**src/hw/rtl/rps_pkg.sv**
```systemverilog
// ----------------------------------------------------------------------------
// Reflow profile setpoint package
// Shared widths, codes and types for the reflow profile setpoint block.
// ----------------------------------------------------------------------------
package rps_pkg;

  localparam int TIME_BITS = 20;
  localparam int TEMP_W    = 9;
  localparam int RAMP_W    = 20;
  localparam int DUTY_W    = 7;
  localparam int CFG_W     = 56;
  localparam int PROD_W    = TEMP_W + RAMP_W;
  localparam int CNT_W     = $clog2(TEMP_W);

  localparam logic [DUTY_W-1:0] DUTY_MAX = DUTY_W'(100);

  typedef enum logic [1:0] {
    PH_IDLE    = 2'd0,
    PH_PREHEAT = 2'd1,
    PH_SOAK    = 2'd2,
    PH_REFLOW  = 2'd3
  } phase_e;

  typedef enum logic [1:0] {
    OP_TICK  = 2'd0,
    OP_START = 2'd1,
    OP_ABORT = 2'd2
  } op_e;

  typedef enum logic [1:0] {
    REG_PREHEAT = 2'd0,
    REG_SOAK    = 2'd1,
    REG_REFLOW  = 2'd2
  } cfg_idx_e;

  typedef enum logic [1:0] {
    S_IDLE,
    S_PREP,
    S_WAIT,
    S_EMIT
  } ctrl_state_e;

  typedef enum logic [1:0] {
    U_IDLE,
    U_MUL,
    U_DIV
  } unit_state_e;

  // Bit layout matches the configuration word, most significant field first.
  typedef struct packed {
    logic [DUTY_W-1:0] duty;
    logic [RAMP_W-1:0] runtime;
    logic [RAMP_W-1:0] ramp;
    logic [TEMP_W-1:0] target;
  } phase_cfg_t;

  typedef struct packed {
    logic              start;
    logic [TEMP_W-1:0] mag;
    logic [RAMP_W-1:0] mult;
    logic [RAMP_W-1:0] ramp;
  } unit_req_t;

  typedef struct packed {
    logic              done;
    logic [TEMP_W-1:0] quot;
    logic              rem_nz;
  } unit_rsp_t;

endpackage

```
**src/hw/rtl/rps_cfg_regs.sv**
```systemverilog
// ----------------------------------------------------------------------------
// Phase configuration registers
// Holds the three packed phase words and selects the one for a given phase.
// ----------------------------------------------------------------------------
module rps_cfg_regs import rps_pkg::*; (
  input  logic             clk_i,
  input  logic             rst_ni,
  input  logic             cfg_we_i,
  input  logic [1:0]       cfg_idx_i,
  input  logic [CFG_W-1:0] cfg_wdata_i,
  input  phase_e           phase_sel_i,
  output phase_cfg_t       phase_cfg_o
);

  logic [CFG_W-1:0] preheat_q, soak_q, reflow_q;

  always_ff @(posedge clk_i or negedge rst_ni) begin
    if (!rst_ni) begin
      preheat_q <= '0;
      soak_q    <= '0;
      reflow_q  <= '0;
    end else if (cfg_we_i) begin
      case (cfg_idx_e'(cfg_idx_i))
        REG_PREHEAT: preheat_q <= cfg_wdata_i;
        REG_SOAK:    soak_q    <= cfg_wdata_i;
        REG_REFLOW:  reflow_q  <= cfg_wdata_i;
        default: ;
      endcase
    end
  end

  always_comb begin
    case (phase_sel_i)
      PH_PREHEAT: phase_cfg_o = phase_cfg_t'(preheat_q);
      PH_SOAK:    phase_cfg_o = phase_cfg_t'(soak_q);
      default:    phase_cfg_o = phase_cfg_t'(reflow_q);
    endcase
  end

endmodule

```
**src/hw/rtl/rps_ramp_unit.sv**
```systemverilog
// ----------------------------------------------------------------------------
// Ramp interpolation unit
// Computes mag * mult / ramp with one shared adder: shift-add multiply, then
// restoring division, one bit per cycle.
// ----------------------------------------------------------------------------
module rps_ramp_unit import rps_pkg::*; (
  input  logic      clk_i,
  input  logic      rst_ni,
  input  unit_req_t req_i,
  output unit_rsp_t rsp_o
);

  unit_state_e       state_q, state_d;
  logic [CNT_W-1:0]  cnt_q, cnt_d;
  logic [PROD_W-1:0] acc_q, acc_d;
  logic [TEMP_W-1:0] quot_q, quot_d;
  logic [TEMP_W-1:0] mag_q;
  logic [RAMP_W-1:0] mult_q, ramp_q;
  logic              done_q, done_d;

  logic [PROD_W-1:0] add_a, add_b;
  logic              add_sub;
  logic [PROD_W:0]   add_sum;

  // The single shared adder and subtractor.
  assign add_sum = {1'b0, add_a} + ({1'b0, add_b} ^ {(PROD_W + 1){add_sub}})
                   + (PROD_W + 1)'(add_sub);

  always_comb begin
    state_d = state_q;
    cnt_d   = cnt_q;
    acc_d   = acc_q;
    quot_d  = quot_q;
    done_d  = 1'b0;
    add_a   = acc_q;
    add_b   = '0;
    add_sub = 1'b0;
    case (state_q)
      U_IDLE: begin
        if (req_i.start) begin
          state_d = U_MUL;
          cnt_d   = CNT_W'(TEMP_W - 1);
          acc_d   = '0;
          quot_d  = '0;
        end
      end
      U_MUL: begin
        add_a = {acc_q[PROD_W-2:0], 1'b0};
        add_b = mag_q[cnt_q[CNT_W-1:0]] ? PROD_W'(mult_q) : '0;
        acc_d = add_sum[PROD_W-1:0];
        if (cnt_q == '0) begin
          state_d = U_DIV;
          cnt_d   = CNT_W'(TEMP_W - 1);
        end else begin
          cnt_d = cnt_q - 1'b1;
        end
      end
      U_DIV: begin
        add_sub = 1'b1;
        add_b   = PROD_W'(ramp_q) << cnt_q;
        if (!add_sum[PROD_W]) begin
          acc_d          = add_sum[PROD_W-1:0];
          quot_d[cnt_q]  = 1'b1;
        end
        if (cnt_q == '0) begin
          state_d = U_IDLE;
          done_d  = 1'b1;
        end else begin
          cnt_d = cnt_q - 1'b1;
        end
      end
      default: state_d = U_IDLE;
    endcase
  end

  always_ff @(posedge clk_i or negedge rst_ni) begin
    if (!rst_ni) begin
      state_q <= U_IDLE;
      cnt_q   <= '0;
      done_q  <= 1'b0;
    end else begin
      state_q <= state_d;
      cnt_q   <= cnt_d;
      done_q  <= done_d;
    end
  end

  always_ff @(posedge clk_i) begin
    acc_q  <= acc_d;
    quot_q <= quot_d;
    if (state_q == U_IDLE && req_i.start) begin
      mag_q  <= req_i.mag;
      mult_q <= req_i.mult;
      ramp_q <= req_i.ramp;
    end
  end

  assign rsp_o.done   = done_q;
  assign rsp_o.quot   = quot_q;
  assign rsp_o.rem_nz = |acc_q;

endmodule

```
**src/hw/rtl/reflow_profile_setpoint.sv**
```systemverilog
// ----------------------------------------------------------------------------
// Reflow profile setpoint sequencer
// Runs preheat, soak and reflow phases and reports a ramped setpoint per item.
// ----------------------------------------------------------------------------
// Items arrive on the input channel (valid/ready) as an op code: a
// one-millisecond tick, a start with its starting temperature, or an abort.
// Every accepted item yields exactly one result item on the output channel
// (valid/ready) with the setpoint, phase, duty limit and duty valid flag.
// The phase state is updated at the edge that accepts the item. The setpoint
// is then interpolated by a shared adder: a shift-add multiply, then a
// restoring division; in idle, or with a zero ramp, the unit is skipped.
// Input ready is high only while no item is being worked on, so a new item
// is taken only once the previous result is in the output register. The
// result sits in an output register, so a new item is accepted while the
// previous result still waits; if the receiver stalls, the finished result of
// the next item is held back until the output register is free. Reset clears
// the phase registers to zero and returns the block to idle. Configuration
// writes are registered directly from the write port.
// ----------------------------------------------------------------------------
module reflow_profile_setpoint import rps_pkg::*; #(
  parameter int TimeBits = TIME_BITS
) (
  input  logic              clk_i,
  input  logic              rst_ni,
  input  logic              in_valid_i,
  output logic              in_ready_o,
  input  logic [1:0]        op_i,
  input  logic [TEMP_W-1:0] start_temp_i,
  output logic              out_valid_o,
  input  logic              out_ready_i,
  output logic [TEMP_W-1:0] setpoint_o,
  output logic [1:0]        phase_o,
  output logic [DUTY_W-1:0] duty_limit_o,
  output logic              duty_valid_o,
  input  logic              cfg_we_i,
  input  logic [1:0]        cfg_idx_i,
  input  logic [CFG_W-1:0]  cfg_wdata_i
);

  localparam int CmpW = (TimeBits > RAMP_W) ? TimeBits : RAMP_W;

  ctrl_state_e         state_q, state_d;
  phase_e              phase_q, phase_d, phase_next;
  logic [TimeBits-1:0] elapsed_q, elapsed_d, el_inc;
  logic [TEMP_W-1:0]   base_q, base_d;
  phase_cfg_t          cur_cfg;
  unit_req_t           unit_req;
  unit_rsp_t           unit_rsp;

  logic                accept, prep, load_out;
  logic                direct_q, neg_q;
  logic [TEMP_W-1:0]   dval_q;
  logic [CmpW-1:0]     el_inc_ext, el_ext, runtime_ext, ramp_ext;
  logic [RAMP_W-1:0]   t_sel;
  logic [TEMP_W:0]     adj_mag;
  logic [TEMP_W-1:0]   sp_calc, sp_final;
  logic [DUTY_W-1:0]   duty_clamped;

  logic                out_valid_q;
  logic [TEMP_W-1:0]   setpoint_q;
  phase_e              phase_out_q;
  logic [DUTY_W-1:0]   duty_q;
  logic                duty_valid_q;

  rps_cfg_regs u_cfg_regs (
    .clk_i       (clk_i),
    .rst_ni      (rst_ni),
    .cfg_we_i    (cfg_we_i),
    .cfg_idx_i   (cfg_idx_i),
    .cfg_wdata_i (cfg_wdata_i),
    .phase_sel_i (phase_q),
    .phase_cfg_o (cur_cfg)
  );

  rps_ramp_unit u_ramp_unit (
    .clk_i  (clk_i),
    .rst_ni (rst_ni),
    .req_i  (unit_req),
    .rsp_o  (unit_rsp)
  );

  assign in_ready_o = (state_q == S_IDLE);
  assign accept     = in_valid_i && in_ready_o;

  // Phase state update on an accepted item.
  assign el_inc      = (&elapsed_q) ? elapsed_q : elapsed_q + 1'b1;
  assign el_inc_ext  = CmpW'(el_inc);
  assign runtime_ext = CmpW'(cur_cfg.runtime);

  always_comb begin
    case (phase_q)
      PH_PREHEAT: phase_next = PH_SOAK;
      PH_SOAK:    phase_next = PH_REFLOW;
      default:    phase_next = PH_IDLE;
    endcase
  end

  always_comb begin
    phase_d   = phase_q;
    elapsed_d = elapsed_q;
    base_d    = base_q;
    if (accept) begin
      case (op_e'(op_i))
        OP_START: begin
          phase_d   = PH_PREHEAT;
          elapsed_d = '0;
          base_d    = start_temp_i;
        end
        OP_ABORT: begin
          phase_d   = PH_IDLE;
          elapsed_d = '0;
          base_d    = '0;
        end
        OP_TICK: begin
          if (phase_q != PH_IDLE) begin
            if (el_inc_ext > runtime_ext) begin
              phase_d   = phase_next;
              elapsed_d = '0;
              base_d    = (phase_next == PH_IDLE) ? '0 : cur_cfg.target;
            end else begin
              elapsed_d = el_inc;
            end
          end
        end
        default: ;
      endcase
    end
  end

  // Operands for the interpolation.
  assign el_ext   = CmpW'(elapsed_q);
  assign ramp_ext = CmpW'(cur_cfg.ramp);
  assign t_sel    = (el_ext < ramp_ext) ? el_ext[RAMP_W-1:0] : cur_cfg.ramp;

  assign unit_req.start = prep && (phase_q != PH_IDLE) && (cur_cfg.ramp != '0);
  assign unit_req.mag   = (base_q > cur_cfg.target) ? base_q - cur_cfg.target
                                                    : cur_cfg.target - base_q;
  assign unit_req.mult  = t_sel;
  assign unit_req.ramp  = cur_cfg.ramp;

  // A falling ramp rounds the quotient towards minus infinity.
  assign adj_mag  = {1'b0, unit_rsp.quot} + (TEMP_W + 1)'(unit_rsp.rem_nz);
  assign sp_calc  = neg_q ? base_q - adj_mag[TEMP_W-1:0] : base_q + unit_rsp.quot;
  assign sp_final = direct_q ? dval_q : sp_calc;

  assign duty_clamped = (cur_cfg.duty > DUTY_MAX) ? DUTY_MAX : cur_cfg.duty;

  always_comb begin
    state_d  = state_q;
    prep     = 1'b0;
    load_out = 1'b0;
    case (state_q)
      S_IDLE: begin
        if (accept) state_d = S_PREP;
      end
      S_PREP: begin
        prep    = 1'b1;
        state_d = unit_req.start ? S_WAIT : S_EMIT;
      end
      S_WAIT: begin
        if (unit_rsp.done) state_d = S_EMIT;
      end
      S_EMIT: begin
        if (!out_valid_q || out_ready_i) begin
          load_out = 1'b1;
          state_d  = S_IDLE;
        end
      end
      default: state_d = S_IDLE;
    endcase
  end

  always_ff @(posedge clk_i or negedge rst_ni) begin
    if (!rst_ni) begin
      state_q     <= S_IDLE;
      phase_q     <= PH_IDLE;
      elapsed_q   <= '0;
      base_q      <= '0;
      out_valid_q <= 1'b0;
    end else begin
      state_q   <= state_d;
      phase_q   <= phase_d;
      elapsed_q <= elapsed_d;
      base_q    <= base_d;
      if (load_out) begin
        out_valid_q <= 1'b1;
      end else if (out_ready_i) begin
        out_valid_q <= 1'b0;
      end
    end
  end

  always_ff @(posedge clk_i) begin
    if (prep) begin
      direct_q <= !unit_req.start;
      neg_q    <= base_q > cur_cfg.target;
      dval_q   <= (phase_q == PH_IDLE) ? '0 : cur_cfg.target;
    end
    if (load_out) begin
      setpoint_q   <= sp_final;
      phase_out_q  <= phase_q;
      duty_q       <= (phase_q == PH_IDLE) ? '0 : duty_clamped;
      duty_valid_q <= (phase_q != PH_IDLE);
    end
  end

  assign out_valid_o  = out_valid_q;
  assign setpoint_o   = setpoint_q;
  assign phase_o      = phase_out_q;
  assign duty_limit_o = duty_q;
  assign duty_valid_o = duty_valid_q;

  a_duty_valid_matches_phase: assert property (@(posedge clk_i) disable iff (!rst_ni)
    out_valid_o |-> (duty_valid_o == (phase_o != PH_IDLE)))
    else $error("duty valid flag disagrees with reported phase");

  a_idle_result_zero: assert property (@(posedge clk_i) disable iff (!rst_ni)
    (out_valid_o && phase_o == PH_IDLE) |-> (setpoint_o == '0 && duty_limit_o == '0))
    else $error("idle result carries a nonzero setpoint or duty");

  a_duty_clamped: assert property (@(posedge clk_i) disable iff (!rst_ni)
    out_valid_o |-> (duty_limit_o <= DUTY_MAX))
    else $error("duty limit above the clamp");

  a_unit_done_when_waiting: assert property (@(posedge clk_i) disable iff (!rst_ni)
    unit_rsp.done |-> (state_q == S_WAIT))
    else $error("interpolation finished outside the wait state");

  a_start_restarts_profile: assert property (@(posedge clk_i) disable iff (!rst_ni)
    (accept && op_i == OP_START) |=> (phase_q == PH_PREHEAT && elapsed_q == '0))
    else $error("start item did not restart the profile");

endmodule

```
**config.mk**
```make
export PLATFORM = sky130hd
export DESIGN_NAME = reflow_profile_setpoint
export DESIGN_NICKNAME = d
export VERILOG_FILES = /design/src/hw/rtl/rps_pkg.sv /design/src/hw/rtl/rps_cfg_regs.sv /design/src/hw/rtl/rps_ramp_unit.sv /design/src/hw/rtl/reflow_profile_setpoint.sv
export SDC_FILE = /design/constraint.sdc
export NUM_CORES = 1
export LEC_CHECK = 0
export BUFFER_PORTS_ARGS = -buffer_cell sky130_fd_sc_hd__buf_2
export CAP_MARGIN = 10
export CORE_UTILIZATION = 60
export CTS_BUF_LIST = sky130_fd_sc_hd__clkbuf_16
export CTS_CLUSTER_DIAMETER = 100
export DETAILED_ROUTE_END_ITERATION = 16
export GPL_ROUTABILITY_DRIVEN = 0
export GPL_TIMING_DRIVEN = 0
export PLACE_DENSITY = 0.84
export RECOVER_POWER = 100
export SETUP_SLACK_MARGIN = 0.05
export SYNTH_ARGS = -nofsm -noshare
export SYNTH_HDL_FRONTEND = slang
export SYNTH_SLANG_ARGS = --single-unit
```
**constraint.sdc**
```tcl
create_clock -name clk_i -period 8.09 [get_ports clk_i]
set_clock_uncertainty 0.1 [all_clocks]
set_input_delay 1.2135 -clock clk_i [delete_from_list [all_inputs] [get_ports clk_i]]
set_output_delay 1.2135 -clock clk_i [all_outputs]
set_load 0.02 [all_outputs]
```
==> impl_summary.txt <==
----------------------------------------------------
[Cells and area]
  Final standard cell count with taps included and fillers excluded ... 2,480
  Share of final-layout standard cells stronger than drive strength 1 ... 0.184
  Core utilization of the finished layout ... 0.677
  Final-layout fill cell count ... 2,371
  Fin nets ... 2,212
  Non-Filler Cell Area, Final ... 0.0220 mm²
  Area overhead of the layout relative to synthesis ... 10.9%

[Job]
  Max cap viols ... 4

[Logic synthesis]
  Top cell types by occurrence after synthesis ... 231 x mux2_2, 209 x dfrtp_1, 143 x nand2_1
  Mapped cell area ... 0.0199 mm²
  Leading post-synthesis cells by cell area ... dfrtp_1 26%, edfxtp_1 18%, mux2_2 13%
  Flops & latches, synth ... about 330
  Async SR Flop Fraction ... 0.641
  Synth top area share ... 0.263
  Count leader, synth ... mux2_2
  Post-Syn Nets ... between 2,000 and 2,500
  Yosys warns ... 0
  Number of standard cells after synthesis ... between 1,500 and 2,000
  Post-synthesis cell type with the largest combined area ... dfrtp_1
  Flip-flop cell with the highest count after synthesis ... dfrtp_1
  Portion of the post-synthesis area used by sequential elements ... 0.440
  Number of flops mapped to enable cells by yosys ... 117
  Mapped Avg Cell Area ... 10.6 µm²
  Synth unique cells ... 85

[Pwr]
  Portion of total power attributed to the clock network ... 0.191
  Overall power consumption ... 8.83 mW
  Leakage power figure ... around 9.4 nW
  Reported net switching power ... around 3.8 mW
  Switching part of the total ... 0.431
  Share of power burned in combinational logic ... 0.510
  Peak supply drop ... just over 200 µV
  Ratio of total power to cell area ... roughly 400 mW/mm²
  Register share of total power ... 0.299
  Internal power ... 5.03 mW

[Critical path]
  Crit path launch type ... flop
  Critical path's largest stage delay ... between 0.5 and 0.6 ns
  Data arrival time of the critical path ... 7.38 ns
  Library cell contributing the largest single delay on the critical path ... clkbuf_1
  Maximum fanout along the worst path ... 10
  Worst path bufs/invs ... 8
  Library cell appearing most often on the critical path ... clkbuf_1
  Series of cell instances along the critical path ... inv_1, ha_1, clkbuf_1, clkbuf_1, clkbuf_1, clkbuf_1, clkbuf_1, o21ai_0, inv_1, ha_1, nand3b_1, nand2_1, a211o_1, a41oi_1, clkbuf_1, mux2_1, a21o_1, a211oi_1, xnor2_1
  Kind of end point of the critical path ... flop
  Kind of critical path ... reg -> reg
  Required time reported for the critical path endpoint ... roughly 8.3 ns
  Setup slack, reg-to-reg ... approximately 0.89 ns
  Cell family with most CP delay ... buffers and inverters

[CTS]
  Number of buffers inserted for hold repair after clock tree synthesis ... 0
  Number of clock sinks seen by CTS ... 326
  Clk root buf ... clkbuf_16
  Largest buffer count on any clock path ... 3
  Clk Latency, worst-skew pair ... 0.55 ns
  Clock-pin slew reported for the worst setup and hold paths after clock tree synthesis ... 0.06 ns
  Count of cells resized by post-cts repair ... 0
  Count of H-tree levels built during CTS ... 2
  Post-CTS setup buffer count ... 0
  TritonCTS clock tree ... done
  Inserted Clock Buffers ... 36

[Die]
  Initial Util ... 0.611
  Overall die height ... approximately 180 µm
  Area enclosed by the die boundary ... about 0.034 mm²
  Core Area ... about 0.033 mm²
  Placement row count ... between 60 and 70
  X dimension of the die ... 184 µm
  I/O pin count ... 95

[STA]
  Final hold slack ... about 0.40 ns
  Achievable frequency ... about 0.14 GHz
  Setup ws final ... just under 0.9 ns
  Transition at the pin with the smallest max-transition slack ... between 5 and 6 ns
  Final number of hold-violating endpoints ... 0
  Setup repair after global routing missed its margin ... false
  Remaining max-slew budget at the tightest pin ... -2.39
  Time the worst path needs with I/O delays and setup ... ~7 ns
  Final-report max-slew violation count ... approximately 190
  Number of failing setup endpoints in the final timing report ... 0
  Sum Neg Setup Slack ... 0 ns
  Final worst-path cycle share ... 0.890

[Route]
  Post-detailed-route DRC marker count ... 0
  Final routed wire length divided by cell count ... about 21 µm
  Routed WL ... 52,000 µm
  Vias per inst ... approximately 6.3
  Count of antenna-violating nets left after detailed routing ... 0
  Number of design-rule violations left by the first detailed-router iteration ... 1,312
  DRT Pass-1 Iters ... 7
  Via count ... ~16,000

[Place]
  Cell area after placement ... ~0.021 mm²
  Buffers added on ports ... 94
  Placed Cells ... roughly 2,400
  Placed wire-length estimate after detailed placement ... about 38,000 µm
  Worst slack at placement ... slightly below 2 ns

[Global route]
  Overflow left after global routing ... 0
  Total routing resource utilization after global routing ... 0.313
  Maximum number of pins on one net before global-route repair ... approximately 120
  Via count of the first global-routing pass ... about 16,000
  Antenna violations before repair ... 7
  Global-route wire length before repair ... ~83,000 µm

[Run status]
  Failing checks ... capacitance limit, slew limit
  Outcome ... finished with violations

[Hold path]
  Class of the most critical hold timing path ... reg -> reg

----------------------------------------------------
registers in the layout (all words and copies together) (netlist names), 4 cells and up:
name and count:
base_q 9, duty_limit_o 7, dval_q 9, el_ext 20, setpoint_o 9, u_cfg_regs.preheat_q 56
u_cfg_regs.reflow_q 56, u_cfg_regs.soak_q 56, u_ramp_unit.acc_q 29, u_ramp_unit.cnt_q 4, u_ramp_unit.mag_q 9, u_ramp_unit.mult_q 20
u_ramp_unit.quot_q 9, u_ramp_unit.ramp_q 20
power groups by stage:
stage	combinational [mW]	sequential, mW	clock (mW)
final	4.51	2.64	1.68
after global routing	4.92	2.68	1.75
after CTS	4.49	2.62	1.69
after detailed placement	4.41	2.64	0
after global placement	4.22	2.62	0
after floorplan	3.25	2.59	0
area by class of cell:
cell class | count | area, µm² | area share
multi-input cells | 1349 | 10300 | 0.466
flip-flops and latches | 326 | 8740 | 0.397
clock buffers | 36 | 901 | 0.0409
well taps | 442 | 553 | 0.0251
repair buffers | 96 | 472 | 0.0214
plain buffers | 102 | 408 | 0.0185
inverters | 97 | 364 | 0.0165
clock inverters | 27 | 302 | 0.0137
diodes | 5 | 12.5 | 0.000568
path summary, 6_finish.rpt:
kind,depth (start not counted),startpoint,end
hold / removal,1,u_cfg_regs.reflow_q[54],u_cfg_regs.reflow_q[54]
min in group asynchronous,1,rst_ni,u_cfg_regs.soak_q[52]
max in group asynchronous,1,rst_ni,el_ext[12]
hold reg to reg,1,u_cfg_regs.reflow_q[54],u_cfg_regs.reflow_q[54]
setup reg to reg,19,phase_q[1],u_ramp_unit.mag_q[8]
setup / recovery,19,phase_q[1],u_ramp_unit.mag_q[8]
kinds of logic (layout without fill, tap and decap cells):
group                    Yosys count  count (layout)  share of synthesized area
AO/OA/AOI/OAI                    459             459                      0.150
flip-flops                       326             326                      0.440
AND/OR/NAND/NOR                  420             420                      0.101
buffers and inverters            199             358                     0.0394
adder cells (fa/ha/maj)          130             130                     0.0841
other                              0               5                          0
multiplexers                     288             288                      0.163
XOR/XNOR                          52              52                     0.0229
metal layers:
metal / vias to the layer above / part of all wire / global-route usage
li1: 7146 / - / -
met1: 7643 / 0.40 / 0.394
met2: 754 / 0.48 / 0.519
met3: 177 / 0.079 / 0.0573
met4: 2 / 0.045 / 0.152
met5: - / 0.00023 / 0
placed cells by master, fill, tap and decap left out, types with 18 or more instances in the layout:
cell type | netlist | layout
a22oi_1 | 57 | 57
nand2b_1 | 19 | 19
a21oi_1 | 116 | 116
a31oi_1 | 20 | 21
edfxtp_1 | 117 | 117
nand3_1 | 27 | 27
mux2_2 | 231 | 230
nand4_1 | 18 | 18
nor2_1 | 119 | 120
nand2_1 | 143 | 143
inv_1 | 96 | 105
mux2i_1 | 51 | 51
ha_1 | 124 | 124
clkbuf_16 | 0 | 36
dfrtp_1 | 209 | 209
o21ai_0 | 115 | 123
clkbuf_1 | 71 | 107
buf_2 | 14 | 78
xnor2_1 | 35 | 35
a21o_1 | 34 | 34
worst reg2reg max path: stages, from the launching register on:
cell,delay (ns)
dfrtp_1,0.47
inv_1,0.11
ha_1,0.39
clkbuf_1,0.44
clkbuf_1,0.49
clkbuf_1,0.47
clkbuf_1,0.54
clkbuf_1,0.54
o21ai_0,0.51
inv_1,0.25
ha_1,0.30
nand3b_1,0.10
nand2_1,0.09
a211o_1,0.33
a41oi_1,0.27
clkbuf_1,0.54
mux2_1,0.42
a21o_1,0.19
a211oi_1,0.28
xnor2_1,0.12
Power figures use the tool's default switching activity.
